==> src/rtl/mme_pkg.sv <==
// Package for the matrix multiply engine: widths, register codes, control word
// and status types, and the microcode program of the sequencer.
// No dependencies; every other file of the block imports it.
`timescale 1ns / 1ps

package mme_pkg;

  localparam int DATA_W        = 32;
  localparam int IDX_W         = 3;
  localparam int IDX_REACH     = 1 << IDX_W;
  localparam int DIM_W         = 4;
  localparam int GUARD_W       = 4;
  localparam int ACC_W         = 2 * DATA_W + GUARD_W;
  localparam int MAX_DIM_DEF   = 8;
  localparam int FRAC_BITS_DEF = 16;

  localparam int CFG_DATA_W = 32;
  localparam int CFG_ADDR_W = 4;
  localparam int REG_SEL_W  = 2;

  localparam logic [DIM_W-1:0] DIM_RESET = 4'd8;

  localparam logic [DATA_W-1:0] SAT_MAX = 32'h7FFF_FFFF;
  localparam logic [DATA_W-1:0] SAT_MIN = 32'h8000_0000;

  // Register selects, taken from paddr[3:2].
  localparam logic [REG_SEL_W-1:0] REG_ROWS_A     = 2'd0;
  localparam logic [REG_SEL_W-1:0] REG_INNER_SIZE = 2'd1;
  localparam logic [REG_SEL_W-1:0] REG_COLS_B     = 2'd2;

  typedef struct packed {
    logic [DIM_W-1:0] rows_a;
    logic [DIM_W-1:0] inner_size;
    logic [DIM_W-1:0] cols_b;
  } dims_t;

  typedef enum logic [2:0] {
    STEP_IDLE   = 3'd0,
    STEP_CELL   = 3'd1,
    STEP_MAC    = 3'd2,
    STEP_DRAIN1 = 3'd3,
    STEP_DRAIN2 = 3'd4,
    STEP_EMIT   = 3'd5,
    STEP_NEXT   = 3'd6,
    STEP_DONE   = 3'd7
  } step_e;

  typedef enum logic [2:0] {
    JC_NONE       = 3'd0,
    JC_ALWAYS     = 3'd1,
    JC_NO_START   = 3'd2,
    JC_K_MORE     = 3'd3,
    JC_OUT_BUSY   = 3'd4,
    JC_MORE_CELLS = 3'd5
  } jump_cond_e;

  typedef struct packed {
    logic       in_rdy;
    logic       clr_pos;
    logic       clr_acc;
    logic       issue;
    logic       emit;
    logic       adv;
    jump_cond_e cond;
    step_e      target;
  } ucode_t;

  typedef struct packed {
    logic start_fire;
    logic k_more;
    logic out_busy;
    logic more_cells;
  } status_t;

  localparam ucode_t UC_NOP = '{
    in_rdy: 1'b0, clr_pos: 1'b0, clr_acc: 1'b0, issue: 1'b0,
    emit: 1'b0, adv: 1'b0, cond: JC_NONE, target: STEP_IDLE
  };

  // The control program: one word per step.
  function automatic ucode_t ucode_fetch(step_e step);
    ucode_t w;
    w = UC_NOP;
    unique case (step)
      STEP_IDLE: begin
        w.in_rdy  = 1'b1;
        w.clr_pos = 1'b1;
        w.cond    = JC_NO_START;
        w.target  = STEP_IDLE;
      end
      STEP_CELL: begin
        w.clr_acc = 1'b1;
      end
      STEP_MAC: begin
        w.issue  = 1'b1;
        w.cond   = JC_K_MORE;
        w.target = STEP_MAC;
      end
      STEP_DRAIN1: begin
        w.cond = JC_NONE;
      end
      STEP_DRAIN2: begin
        w.cond = JC_NONE;
      end
      STEP_EMIT: begin
        w.emit   = 1'b1;
        w.cond   = JC_OUT_BUSY;
        w.target = STEP_EMIT;
      end
      STEP_NEXT: begin
        w.adv    = 1'b1;
        w.cond   = JC_MORE_CELLS;
        w.target = STEP_CELL;
      end
      STEP_DONE: begin
        w.cond   = JC_ALWAYS;
        w.target = STEP_IDLE;
      end
    endcase
    return w;
  endfunction

endpackage

==> src/rtl/mme_cfg_regs.sv <==
// APB-style register bank holding the three matrix dimensions.
// Depends on mme_pkg.
`timescale 1ns / 1ps

module mme_cfg_regs
  import mme_pkg::*;
(
  input  logic                  clk_i,
  input  logic                  rst_ni,
  input  logic                  psel,
  input  logic                  penable,
  input  logic                  pwrite,
  input  logic [CFG_ADDR_W-1:0] paddr,
  input  logic [CFG_DATA_W-1:0] pwdata,
  output logic [CFG_DATA_W-1:0] prdata,
  output logic                  pready,
  output dims_t                 dims_o
);

  dims_t                dims_q, dims_d;
  logic                 wr_en;
  logic [REG_SEL_W-1:0] sel;
  logic [DIM_W-1:0]     rd_val;

  assign pready = 1'b1;
  assign wr_en  = psel & penable & pwrite;
  assign sel    = paddr[CFG_ADDR_W-1:2];

  always_comb begin
    dims_d = dims_q;
    if (wr_en) begin
      unique case (sel)
        REG_ROWS_A:     dims_d.rows_a     = pwdata[DIM_W-1:0];
        REG_INNER_SIZE: dims_d.inner_size = pwdata[DIM_W-1:0];
        REG_COLS_B:     dims_d.cols_b     = pwdata[DIM_W-1:0];
        default:        dims_d = dims_q;
      endcase
    end
  end

  always_ff @(posedge clk_i or negedge rst_ni) begin
    if (!rst_ni) begin
      dims_q <= '{rows_a: DIM_RESET, inner_size: DIM_RESET, cols_b: DIM_RESET};
    end else begin
      dims_q <= dims_d;
    end
  end

  always_comb begin
    unique case (sel)
      REG_ROWS_A:     rd_val = dims_q.rows_a;
      REG_INNER_SIZE: rd_val = dims_q.inner_size;
      REG_COLS_B:     rd_val = dims_q.cols_b;
      default:        rd_val = '0;
    endcase
  end

  assign prdata = CFG_DATA_W'(rd_val);
  assign dims_o = dims_q;

endmodule

==> config.mk <==
export PLATFORM = sky130hd
export DESIGN_NAME = mme_cfg_regs
export DESIGN_NICKNAME = d
export VERILOG_FILES = /design/src/rtl/mme_pkg.sv /design/src/rtl/mme_cfg_regs.sv
export SDC_FILE = /design/constraint.sdc
export NUM_CORES = 1
export LEC_CHECK = 0
export BUFFER_PORTS_ARGS = -buffer_cell sky130_fd_sc_hd__buf_2
export CAP_MARGIN = 5
export CORE_MARGIN = 2
export CORE_UTILIZATION = 34
export CTS_CLUSTER_SIZE = 16
export DETAILED_ROUTE_END_ITERATION = 7
export HOLD_SLACK_MARGIN = 0.05
export PLACE_DENSITY_LB_ADDON = 0.25
export SYNTH_ARGS = -nofsm -noshare
export SYNTH_HDL_FRONTEND = slang
export SYNTH_SLANG_ARGS = --single-unit
==> constraint.sdc <==
create_clock -name clk_i -period 0.9 [get_ports clk_i]
set_input_delay 0.045 -clock clk_i [delete_from_list [all_inputs] [get_ports clk_i]]
set_output_delay 0.045 -clock clk_i [all_outputs]
set_load 0.03 [all_outputs]
Word level (Yosys, flattened, before mapping)
Cells that the tools add are included.
- word-level logic and storage cells: 12
- output and inout port bits: 45
- input port bits: 41
- bits in registers: 12
- muxes and demuxes: 1
- bitwise logic cells: 2
- reduce and logical (&&, ||, !) cells: 4
- equality and inequality tests: 2
- operator list (cell ; number):
    case mux 4 bit (3 select lines) ; 1
    AND reduction 2 bit ; 3
    bitwise AND 1 bit ; 2
    == test 2 x 1 -> 1 bit, second input constant ; 1
    == test 2 bit, second input constant ; 1
    zero test 2 bit ; 1

Depth between registers and ports, before layout
- word-level depth: 3
- depth in mapped cells: 4
- mapped depth without buffers: 3

Least setup slack after synthesis
No wires, ideal clock.
- path kind: reg2out
- start point: reg dims_q (netlist bit dims_o[7])
- end point: out prdata[3]
- slack: -536 ps
- cell stages (with the launch flop): 3
- required time: 855 ps
- arrival: 1391 ps
- path through: dfstp_2 mux2i_1 o21ai_0
- longest elaborated chain between the ends: 1
- RTL lines (element ; RTL line ; RTL):
    start, declared ; mme_cfg_regs.sv:20 ; dims_t dims_q, dims_d;
    start signal, assigned ; mme_cfg_regs.sv:43 ; dims_q <= '{rows_a: DIM_RESET, inner_size: DIM_RESET, cols_b: DIM_RESET};
    start signal, assigned ; mme_cfg_regs.sv:45 ; dims_q <= dims_d;
    case mux 4 bit (3 select lines) ; mme_cfg_regs.sv:50 ; unique case (sel)
    end, declared ; mme_cfg_regs.sv:15 ; output logic [CFG_DATA_W-1:0] prdata,
No other way between the ends.

Worst setup path in the final report
Ends and elaborated chain as after synthesis.

==> qor.yml <==
outcome: "complete, but fails checks"
failed_checks: "negative setup slack"
drcViolationCount: 0
routed_wl_um: 1760
switching_share_pct: 40.5
met3_usage_pct: 3.14
setup_viol: 16
p_seq_share_pct: 31.4
fin_nets: 163
cts_made_buffers: 3
grt_max_degree: 13
yosys_warnings: 0
clk_latency_ns: 0.26
whs_ns: 0.177
core_area_um2: 2210
yosysMostFrequentCell: "buf_4"
die-area_um2: 2730
clockPowerShare_pct: 13.5
regArea_um2: 312
fin_crit_ns: 1.19
cts_max_path_buffers: 2
synth_cells: 73
setup_ws_ns: -0.293
diodes: 0
maxCapViolations: 0
p_int_w: 0.00154
drive_above_1_share_pct: 62.0
netlist_area_um2: 791
yosysTopAreaCell: "dfrtp_1"
cts_tree: "built"
cp_max_fo: 2
p_leak_nw: 0.611
multi_input_area_um2: 419
endpoint_kind: "primary output"
post-dp-hpwl_um: 1200
drt_iter0_drc: 1
synth.distinct_cells: 14
gr-max-usage-layer: "met2"
portBuffers: 26
slew_violations: 0
avgViaCountPerCell: 4.11
clock_sinks: 12
grt_pass1_wl_um: 2590
grt_use_met2_pct: 23.8
ys_seq_elements: 12
antenna_found_initial: 0
hold_class: "in -> async"
final_area_um2: 1220
fill_cells: 205
placementRows: 17
place.gp.congestion: 0.704
grt_pass1_vias: 568
critPathLaunchType: "register"
ir_worst_vdd_mv: 1.65
overflow: 0
yosysSeqAreaShare_pct: 38.4
placed_area_um2: 948
synthFlopType: "dfrtp_1"
vias: 612
synth_top_area_share_pct: 28.5
root_buffer: "clkbuf_4"
grt_usage_pct: 13.4
max_freq_mhz: 838
tns_ns: -2.04
p_per_area_nw_per_um2: 2120
avgSynthCellArea_um2: 10.8
rsz0062_at_grt: "true"
cp_data_required_time_ns: 0.85
areaGrowthSynthToFinish_pct: 54.1
io_pins: 86
synth_edf_count: 0
fin_crit_sh_pct: 133
wire_per_inst_um: 11.8
path_clk_slew_ns: 0.08
die_h_um: 52.2
grt_use_met1_pct: 14.4
synth_area_leaders: "dfrtp_1, buf_4, mux2_2, dfstp_2, mux2i_1"
synthArstFlopShare_pct: 100
cts_htree_levels: 1
die_w_um: 52.2
largest_reg_flops: 12
pwr-share-comb_pct: 55.1
p_sw_w: 0.00105
start_util_pct: 35.7
clock_skew_ns: 0
drtAntennaViolNets: 0
finalHoldViolCount: 0
critPathKind: "reg -> out"
synthTopCellsByCount: "buf_4, mux2_2, dfrtp_1"
cp.arrival_ns: 1.15
drt-pass1-iter-count: 2
==> worst paths after layout <==
kind	slack, ns	start	cells past startpoint	to
worst max-delay path	-0.29	dims_o[7]	3	prdata[3]
worst min-delay path	0.18	rst_ni	2	dims_o[2]
worst max register to register	-0.01	dims_o[7]	3	dims_o[7]
worst min register to register	0.56	dims_o[8]	1	dims_o[8]
max in group asynchronous	0.44	rst_ni	2	dims_o[3]
min in group clk_i	0.27	penable	4	dims_o[10]
==> layer usage <==
layer  part of all wire [%]  routed length [um]  up-vias
met5                      0                   0        -
met1                     37                 644      287
met3                    9.7                 171        0
li1                       -                   -      286
met2                     54                 939       39
met4                      0                   0        0
==> power by group through the flow <==
stage | Sequential [W] | Clock (W) | Combinational (W)
after floorplan | 0.00105 | 0 | 0.000544
after global placement | 0.000797 | 0 | 0.000984
after detailed placement | 0.000796 | 0 | 0.00100
after CTS | 0.000794 | 0.000357 | 0.00130
after global routing | 0.000827 | 0.000395 | 0.00150
final | 0.000811 | 0.000349 | 0.00143
==> layout make-up <==
type                       instances  area share (%)
sequential                        12            25.6
timing repair buffer              47            35.0
clock buffer                       4            2.16
multi-input combinational         58            34.4
tap                               28            2.87
==> layout by cell type, fill, tap and decap left out, drive strengths merged <==
| master | instances |
|---|---|
| dfrtp | 9 |
| mux2 | 12 |
| nor2b | 1 |
| buf | 42 |
| conb | 29 |
| nand3 | 1 |
| dfstp | 3 |
| dlygate4sd3 | 5 |
| nor3 | 1 |
| o21ai | 4 |
| nor3b | 1 |
| nand2 | 4 |
| mux2i | 4 |
| clkbuf | 4 |
| or3b | 1 |
==> critical path, stage by stage, from the launching register on <==
cell     delay, ns
dfstp_2       0.53
mux2i_1       0.08
o21ai_2       0.13
buf_6         0.14
==> what timing repair did <==
item | in CTS | in global routing
gates resized for setup | 32 | 16
endpoints found under the setup margin | 14 | 20
hold buffers | 5 | 0
pin swaps | 3 | 0
hold endpoints to repair | 24 | 0
gates cloned | 0 | 0
buffers inserted | 4 | 6
==> stage by stage <==
| step | power [W] | cells | util, % | worst slack [ns] |
|---|---|---|---|---|
| detailed placement | 0.00180 | 133 | 42.9 | -0.203 |
| global placement | 0.00178 | 133 | 42.9 | -0.173 |
| global route | 0.00272 | 149 | 55.1 | -0.359 |
| CTS | 0.00245 | 146 | 52.3 | -0.305 |
| finish | 0.00259 | 149 | 55.1 | -0.293 |
| floorplan | 0.00160 | 100 | - | -0.171 |
==> cells by family (layout without fill, tap and decap cells) <==
group | after synthesis | after routing | synth area share (%)
buffers and inverters | 30 | 51 | 29.0
muxes | 16 | 16 | 22.2
DFF | 12 | 12 | 38.5
and+or+nand+nor | 9 | 9 | 6.96
AOI/OAI and AO/OA | 4 | 4 | 2.53
other | 2 | 29 | 0.950
No activity file was read; power rests on OpenSTA's default activity.
