`src/rtl/mme_pkg.sv`:
```
// Package for the matrix multiply engine: widths, register codes, control word
// and status types, and the microcode program of the sequencer.
// No dependencies; every other file of the block imports it.
`timescale 1ns / 1ps

package mme_pkg;

  localparam int DATA_W        = 32;
  localparam int IDX_W         = 3;
  localparam int IDX_REACH     = 1 << IDX_W;
  localparam int DIM_W         = 4;
  localparam int GUARD_W       = 4;
  localparam int ACC_W         = 2 * DATA_W + GUARD_W;
  localparam int MAX_DIM_DEF   = 8;
  localparam int FRAC_BITS_DEF = 16;

  localparam int CFG_DATA_W = 32;
  localparam int CFG_ADDR_W = 4;
  localparam int REG_SEL_W  = 2;

  localparam logic [DIM_W-1:0] DIM_RESET = 4'd8;

  localparam logic [DATA_W-1:0] SAT_MAX = 32'h7FFF_FFFF;
  localparam logic [DATA_W-1:0] SAT_MIN = 32'h8000_0000;

  // Register selects, taken from paddr[3:2].
  localparam logic [REG_SEL_W-1:0] REG_ROWS_A     = 2'd0;
  localparam logic [REG_SEL_W-1:0] REG_INNER_SIZE = 2'd1;
  localparam logic [REG_SEL_W-1:0] REG_COLS_B     = 2'd2;

  typedef struct packed {
    logic [DIM_W-1:0] rows_a;
    logic [DIM_W-1:0] inner_size;
    logic [DIM_W-1:0] cols_b;
  } dims_t;

  typedef enum logic [2:0] {
    STEP_IDLE   = 3'd0,
    STEP_CELL   = 3'd1,
    STEP_MAC    = 3'd2,
    STEP_DRAIN1 = 3'd3,
    STEP_DRAIN2 = 3'd4,
    STEP_EMIT   = 3'd5,
    STEP_NEXT   = 3'd6,
    STEP_DONE   = 3'd7
  } step_e;

  typedef enum logic [2:0] {
    JC_NONE       = 3'd0,
    JC_ALWAYS     = 3'd1,
    JC_NO_START   = 3'd2,
    JC_K_MORE     = 3'd3,
    JC_OUT_BUSY   = 3'd4,
    JC_MORE_CELLS = 3'd5
  } jump_cond_e;

  typedef struct packed {
    logic       in_rdy;
    logic       clr_pos;
    logic       clr_acc;
    logic       issue;
    logic       emit;
    logic       adv;
    jump_cond_e cond;
    step_e      target;
  } ucode_t;

  typedef struct packed {
    logic start_fire;
    logic k_more;
    logic out_busy;
    logic more_cells;
  } status_t;

  localparam ucode_t UC_NOP = '{
    in_rdy: 1'b0, clr_pos: 1'b0, clr_acc: 1'b0, issue: 1'b0,
    emit: 1'b0, adv: 1'b0, cond: JC_NONE, target: STEP_IDLE
  };

  // The control program: one word per step.
  function automatic ucode_t ucode_fetch(step_e step);
    ucode_t w;
    w = UC_NOP;
    unique case (step)
      STEP_IDLE: begin
        w.in_rdy  = 1'b1;
        w.clr_pos = 1'b1;
        w.cond    = JC_NO_START;
        w.target  = STEP_IDLE;
      end
      STEP_CELL: begin
        w.clr_acc = 1'b1;
      end
      STEP_MAC: begin
        w.issue  = 1'b1;
        w.cond   = JC_K_MORE;
        w.target = STEP_MAC;
      end
      STEP_DRAIN1: begin
        w.cond = JC_NONE;
      end
      STEP_DRAIN2: begin
        w.cond = JC_NONE;
      end
      STEP_EMIT: begin
        w.emit   = 1'b1;
        w.cond   = JC_OUT_BUSY;
        w.target = STEP_EMIT;
      end
      STEP_NEXT: begin
        w.adv    = 1'b1;
        w.cond   = JC_MORE_CELLS;
        w.target = STEP_CELL;
      end
      STEP_DONE: begin
        w.cond   = JC_ALWAYS;
        w.target = STEP_IDLE;
      end
    endcase
    return w;
  endfunction

endpackage

```
`src/rtl/mme_ucode_seq.sv`:
```
// Microcode sequencer: step counter, control-word fetch from the program in
// mme_pkg, and conditional jumps on datapath status. Depends on mme_pkg.
`timescale 1ns / 1ps

module mme_ucode_seq
  import mme_pkg::*;
(
  input  logic    clk_i,
  input  logic    rst_ni,
  input  status_t status_i,
  output ucode_t  ctrl_o
);

  step_e  step_q, step_d;
  ucode_t word;
  logic   take;

  always_comb begin
    word = ucode_fetch(step_q);
  end

  always_comb begin
    unique case (word.cond)
      JC_NONE:       take = 1'b0;
      JC_ALWAYS:     take = 1'b1;
      JC_NO_START:   take = !status_i.start_fire;
      JC_K_MORE:     take = status_i.k_more;
      JC_OUT_BUSY:   take = status_i.out_busy;
      JC_MORE_CELLS: take = status_i.more_cells;
      default:       take = 1'b0;
    endcase
    step_d = take ? word.target : step_e'(step_q + 3'd1);
  end

  always_ff @(posedge clk_i or negedge rst_ni) begin
    if (!rst_ni) begin
      step_q <= STEP_IDLE;
    end else begin
      step_q <= step_d;
    end
  end

  assign ctrl_o = word;

endmodule

```
`config.mk`:
```
export PLATFORM = sky130hd
export DESIGN_NAME = mme_ucode_seq
export DESIGN_NICKNAME = d
export VERILOG_FILES = /design/src/rtl/mme_pkg.sv /design/src/rtl/mme_ucode_seq.sv
export SDC_FILE = /design/constraint.sdc
export NUM_CORES = 1
export LEC_CHECK = 0
export BUFFER_PORTS_ARGS = -buffer_cell sky130_fd_sc_hd__buf_2
export CAP_MARGIN = 20
export CORE_AREA = 2 2 39 41
export DETAILED_ROUTE_END_ITERATION = 8
export DIE_AREA = 0 0 41 43
export GPL_TIMING_DRIVEN = 0
export SYNTH_ARGS = -nofsm -noshare
export SYNTH_HDL_FRONTEND = slang
export SYNTH_SLANG_ARGS = --single-unit
```
`constraint.sdc`:
```
create_clock -name clk_i -period 3.7 [get_ports clk_i]
set_input_delay 0 -clock clk_i [delete_from_list [all_inputs] [get_ports clk_i]]
set_output_delay 0 -clock clk_i [all_outputs]
set_load 0.05 [all_outputs]
```
**Word level (Yosys, flattened, before mapping)**

Cells that the tools add are included.

- Register bits after elaboration: 3
- Word-level logic and storage cells: 23
- Input port bits: 6
- Output and inout bits: 12

- Muxes and demuxes: 9
- Add/subtract/negate cells: 1
- Eq/ne operators: 10
- Reductions and logical operators: 2

Operators by type and width:

| cell | count |
|---|---|
| == test 3 bit, second input constant | 5 |
| one-hot mux 3 bit (5 select lines) | 1 |
| == test 3 x 2 -> 1 bit, second input constant | 3 |
| one-hot mux 3 bit (3 select lines) | 1 |
| == test 3 x 1 -> 1 bit, second input constant | 2 |
| one-hot mux 1 bit (5 select lines) | 1 |
| two-way mux 1 bit | 4 |
| adder 3 x 1 -> 3 bit, second input constant | 1 |
| zero test 3 bit | 1 |
| two-way mux 3 bit | 1 |
| two-way mux 2 bit | 1 |
| zero test 1 bit | 1 |

**Longest topological paths before layout**

- Depth in word-level cells: 5
- Gate-level depth with buffers: 7
- Gate-level depth less buffers: 7

**Worst setup path before layout**

Ideal clock, no wire load.

- Path kind: reg-to-reg
- From: register step_q[0]
- To: register step_q[2]
- Path buffers: 0
- Stages on the path, launching flop included: 8
- Required time: 3575 ps
- Setup slack: 729 ps
- Arrival time: 2846 ps
- Clock period less this slack: 2971 ps
- Library setup time: 125 ps
- Cell sequence: dfrtp_1 -> inv_1 -> ha_1 -> nor2b_1 -> a31o_1 -> o211ai_2 -> o31ai_4 -> mux2_4

RTL lines:

| element | line | RTL |
|---|---|---|
| start, declared | mme_ucode_seq.sv:14 | `step_e step_q, step_d;` |
| start signal, assigned | mme_ucode_seq.sv:39 | `step_q <= step_d;` |

**Final worst setup path**

- From: register step_q[0]
- To: register step_q[1]

- Cells in the longest elaborated chain, start to end: 5
- Elaborated cells between the ends (all ways): 15
- Classes of those cells: 1 x add/sub; 9 x eq/ne; 4 x mux; 1 x reduce/logical

Ends and longest elaborated chain:

| element | line | RTL |
|---|---|---|
| == test 3 bit, or another cell as far along | mme_pkg.sv:84 | `unique case (step)` |
| one-hot mux 3 bit (5 select lines) | mme_pkg.sv:84 |  |
| == test 3 bit, or another cell as far along | mme_ucode_seq.sv:23 | `unique case (word.cond)` |
| one-hot mux 1 bit (5 select lines) | mme_ucode_seq.sv:23 |  |
| two-way mux 3 bit (*) | mme_ucode_seq.sv:32 | `step_d = take ? word.target : step_e'(step_q + 3'd1);` |
| net step_d[1] | mme_ucode_seq.sv:14 |  |

The timed path passes the listed nets; every way through them passes the cells marked *.

==> flow_metrics.py <==
metrics = {
    "run_status": {
        "run_status": "finished clean",
    },
    "timing": {
        "rsz0062_at_grt": "false",
        "fin_crit_sh_pct": 59.42,
        "final-max-slew-violation-count": 0,
        "max_freq_mhz": 454.9,
        "finalSetupViolCount": 0,
        "worst_pin_slew_ps": 411.4,
        "timing.slew.headroom_pct": 72.28,
        "finalHoldViolCount": 0,
        "final.setup.tns_ps": 0,
        "final.min_clock_period_ps": 2198,
        "clock-skew-final_ps": 0.3942,
    },
    "grt": {
        "grt_pass1_wl_um": 1124,
        "first_global_vias": 272,
        "grt.total_usage_pct": 9.567,
        "antenna_found_initial": 0,
        "grt_overflow": 0,
        "grt_max_degree": 10,
    },
    "floorplanning": {
        "core_footprint_mm2": 0.001384,
        "placementRows": 14,
        "io-pin-count": 18,
        "die_h_um": 43,
        "floorplan.die_area_mm2": 0.001763,
        "die_span_x_um": 41,
        "start_util_pct": 26.85,
    },
    "finish": {
        "layout.nets": 67,
        "largest_register": "step_q",
        "areaGrowthSynthToFinish_pct": 38.05,
        "inserted_diodes": 0,
        "post_route_cells_drive_above_1_share_pct": 63.64,
        "largest_registers": "step_q: 3 flops",
        "number_of_flip_flops_in_the_largest_register": 3,
        "layout.core_utilization_pct": 37.07,
    },
    "detailed_routing": {
        "vias_per_cell": 4.225,
        "drcViolationCount": 0,
        "vias": 300,
        "postRouteAntennaNets": 0,
        "route.detailed.wl_per_inst_um": 9.972,
        "drt_first_iter_violations": 2,
        "drt_wl_total_um": 708,
        "detailedRoute.firstPassIterationCount": 2,
    },
    "placed_design": {
        "routabilityCongestion": 0.6625,
        "hpwl_um": 598.1,
        "port_buffers": 17,
    },
    "worst_setup_path": {
        "critPathLaunchType": "flop",
        "crit_end": "step_q[1]$_DFF_PN0_",
        "wp_data_required_ps": 3800,
        "rr_endpoint": "step_q[1]$_DFF_PN0_",
        "timing.setup.critical_path_class": "reg -> reg",
        "critical_path.startpoint": "step_q[0]$_DFF_PN0_",
        "r2r_cells": 7,
        "crit_path_end_kind": "flop",
        "flop_to_flop_setup_slack_ps": 1500,
        "worst-endpoint-arrival_ps": 2300,
        "crit_path_max_fo": 5,
        "regToRegStartpoint": "step_q[0]$_DFF_PN0_",
    },
    "clock_tree": {
        "cts.sinks": 3,
        "cts_buffers": 3,
        "ctsHtreeMaxLevel": 1,
        "post_cts_clock_slew_at_the_launch_and_capture_registers_of_the_worst_setup_and_hold_paths_ps": 30,
        "tritoncts_clock_tree": "built",
        "cts_buffer_depth": 2,
        "ctsResizeCount": 0,
        "insertion_delay_ps": 220,
        "cts.root.buffer_cell": "sky130_fd_sc_hd__clkbuf_4",
    },
    "synth": {
        "yosys.cell_types.count": 18,
        "yosys-top-cells-area": "sky130_fd_sc_hd__dfrtp_1, sky130_fd_sc_hd__ha_1, sky130_fd_sc_hd__mux2_4",
        "syn_avg_cell_area_um2": 11.26,
        "syn_area_um2": 371.6,
        "dominantRegCellSynth": "sky130_fd_sc_hd__dfrtp_1",
        "post_synth_inst_count": 33,
        "synthMostInstantiatedCell": "sky130_fd_sc_hd__ha_1",
        "synth_sequential_area_ratio_pct": 20.20,
        "synth_seq_cells": 3,
        "synthArstFlopShare_pct": 100.0,
        "netlist.area_leader.share_pct": 20.20,
        "synth_warnings": 0,
        "number_of_flops_mapped_to_enable_cells_by_yosys": 0,
        "synthDominantAreaCellType": "sky130_fd_sc_hd__dfrtp_1",
        "synth_nets": 44,
    },
    "job": {
        "drv_cap": 0,
    },
    "min_path": {
        "min_path_type": "in -> async",
    },
}
==> cell usage in the layout, fill, tap and decap left out <==
| cell type | n |
|---|---|
| sky130_fd_sc_hd__o21a_4 | 1 |
| sky130_fd_sc_hd__dfrtp_1 | 3 |
| sky130_fd_sc_hd__o2bb2ai_1 | 1 |
| sky130_fd_sc_hd__and2b_2 | 1 |
| sky130_fd_sc_hd__ha_1 | 5 |
| sky130_fd_sc_hd__o31ai_4 | 1 |
| sky130_fd_sc_hd__clkbuf_4 | 3 |
| sky130_fd_sc_hd__buf_2 | 17 |
| sky130_fd_sc_hd__buf_4 | 3 |
| sky130_fd_sc_hd__o21ai_0 | 1 |
| sky130_fd_sc_hd__clkbuf_1 | 1 |
| sky130_fd_sc_hd__nor2b_1 | 2 |
| sky130_fd_sc_hd__and3_4 | 1 |
| sky130_fd_sc_hd__nand2_1 | 1 |
| sky130_fd_sc_hd__inv_1 | 3 |
| sky130_fd_sc_hd__a31o_1 | 1 |
| sky130_fd_sc_hd__a22oi_1 | 1 |
| sky130_fd_sc_hd__o211ai_2 | 1 |
| sky130_fd_sc_hd__o22a_4 | 1 |
| sky130_fd_sc_hd__dlygate4sd3_1 | 1 |
| sky130_fd_sc_hd__mux2_4 | 3 |
| sky130_fd_sc_hd__and2_2 | 3 |
==> cells by family after synthesis <==
logic type | synth area share [%]
AND/OR/NAND/NOR | 15.82
flip-flops | 20.20
buffers and inverters | 9.090
AO/OA/AOI/OAI | 25.93
multiplexers | 12.12
adder cells (fa/ha/maj) | 16.84
==> critical path: stages (launching register included) <==
cell and delay, ps:
sky130_fd_sc_hd__dfrtp_1 400, sky130_fd_sc_hd__inv_1 110, sky130_fd_sc_hd__ha_1 270, sky130_fd_sc_hd__o21ai_0 380, sky130_fd_sc_hd__inv_1 120, sky130_fd_sc_hd__and3_4 210, sky130_fd_sc_hd__o31ai_4 260, sky130_fd_sc_hd__mux2_4 330
==> final cells by class <==
cell class / count / area [um2]
buffer: 3 / 22.52
clock buffer: 4 / 26.28
fill: 150 / 870.8
inverter: 3 / 11.26
multi-input combinational: 24 / 262.8
sequential: 3 / 75.07
tap: 16 / 20.02
timing repair buffer: 18 / 95.09
==> how the worst min path moves through the flow <==
stage / startpoint / to / slack, ps / cells after the start
6_report: rst_ni / step_q[2]$_DFF_PN0_ / 100 / 2
5_1_grt: rst_ni / step_q[0]$_DFF_PN0_ / 80 / 2
4_1_cts: rst_ni / step_q[0]$_DFF_PN0_ / 100 / 2
3_5_place_dp: rst_ni / step_q[0]$_DFF_PN0_ / -200 / 1
3_3_place_gp: rst_ni / step_q[2]$_DFF_PN0_ / -210 / 1
2_1_floorplan: rst_ni / step_q[0]$_DFF_PN0_ / -300 / 0
==> layer usage <==
| metal | wire length (um) | part of all wire [%] | GRT usage [%] | vias to the layer above |
|---|---|---|---|---|
| li1 | - | - | - | 160 |
| met1 | 313 | 44 | 11.36 | 129 |
| met2 | 351 | 50 | 15.00 | 11 |
| met3 | 43 | 6.1 | 3.141 | 0 |
| met4 | 0 | 0 | 4.000 | 0 |
| met5 | 0 | 0 | 0 | - |
==> repair_timing <==
item / 4_1_cts / 5_1_grt
hold buffers: 1 / 0
hold endpoints to repair: 3 / 0
buffers inserted: 0 / 0
==> metrics by stage <==
| stage | std cells | area [um2] | worst slack, ps | hold slack [ps] |
|---|---|---|---|---|
| 2_1_floorplan | 33 | 371.6 | 728.7 | -295.6 |
| 4_1_cts | 71 | 513.0 | 1483 | 96.15 |
| 6_report | 71 | 513.0 | 1502 | 99.40 |
| 5_1_grt | 71 | 513.0 | 1314 | 82.25 |
| 3_5_place_dp | 66 | 476.7 | 1481 | -203.1 |
| 3_3_place_gp | 66 | 476.7 | 1500 | -205.6 |
Power is left out: the tool's default activity adds up to more than one toggle a clock period on the data nets, which glitch-free logic cannot reach.
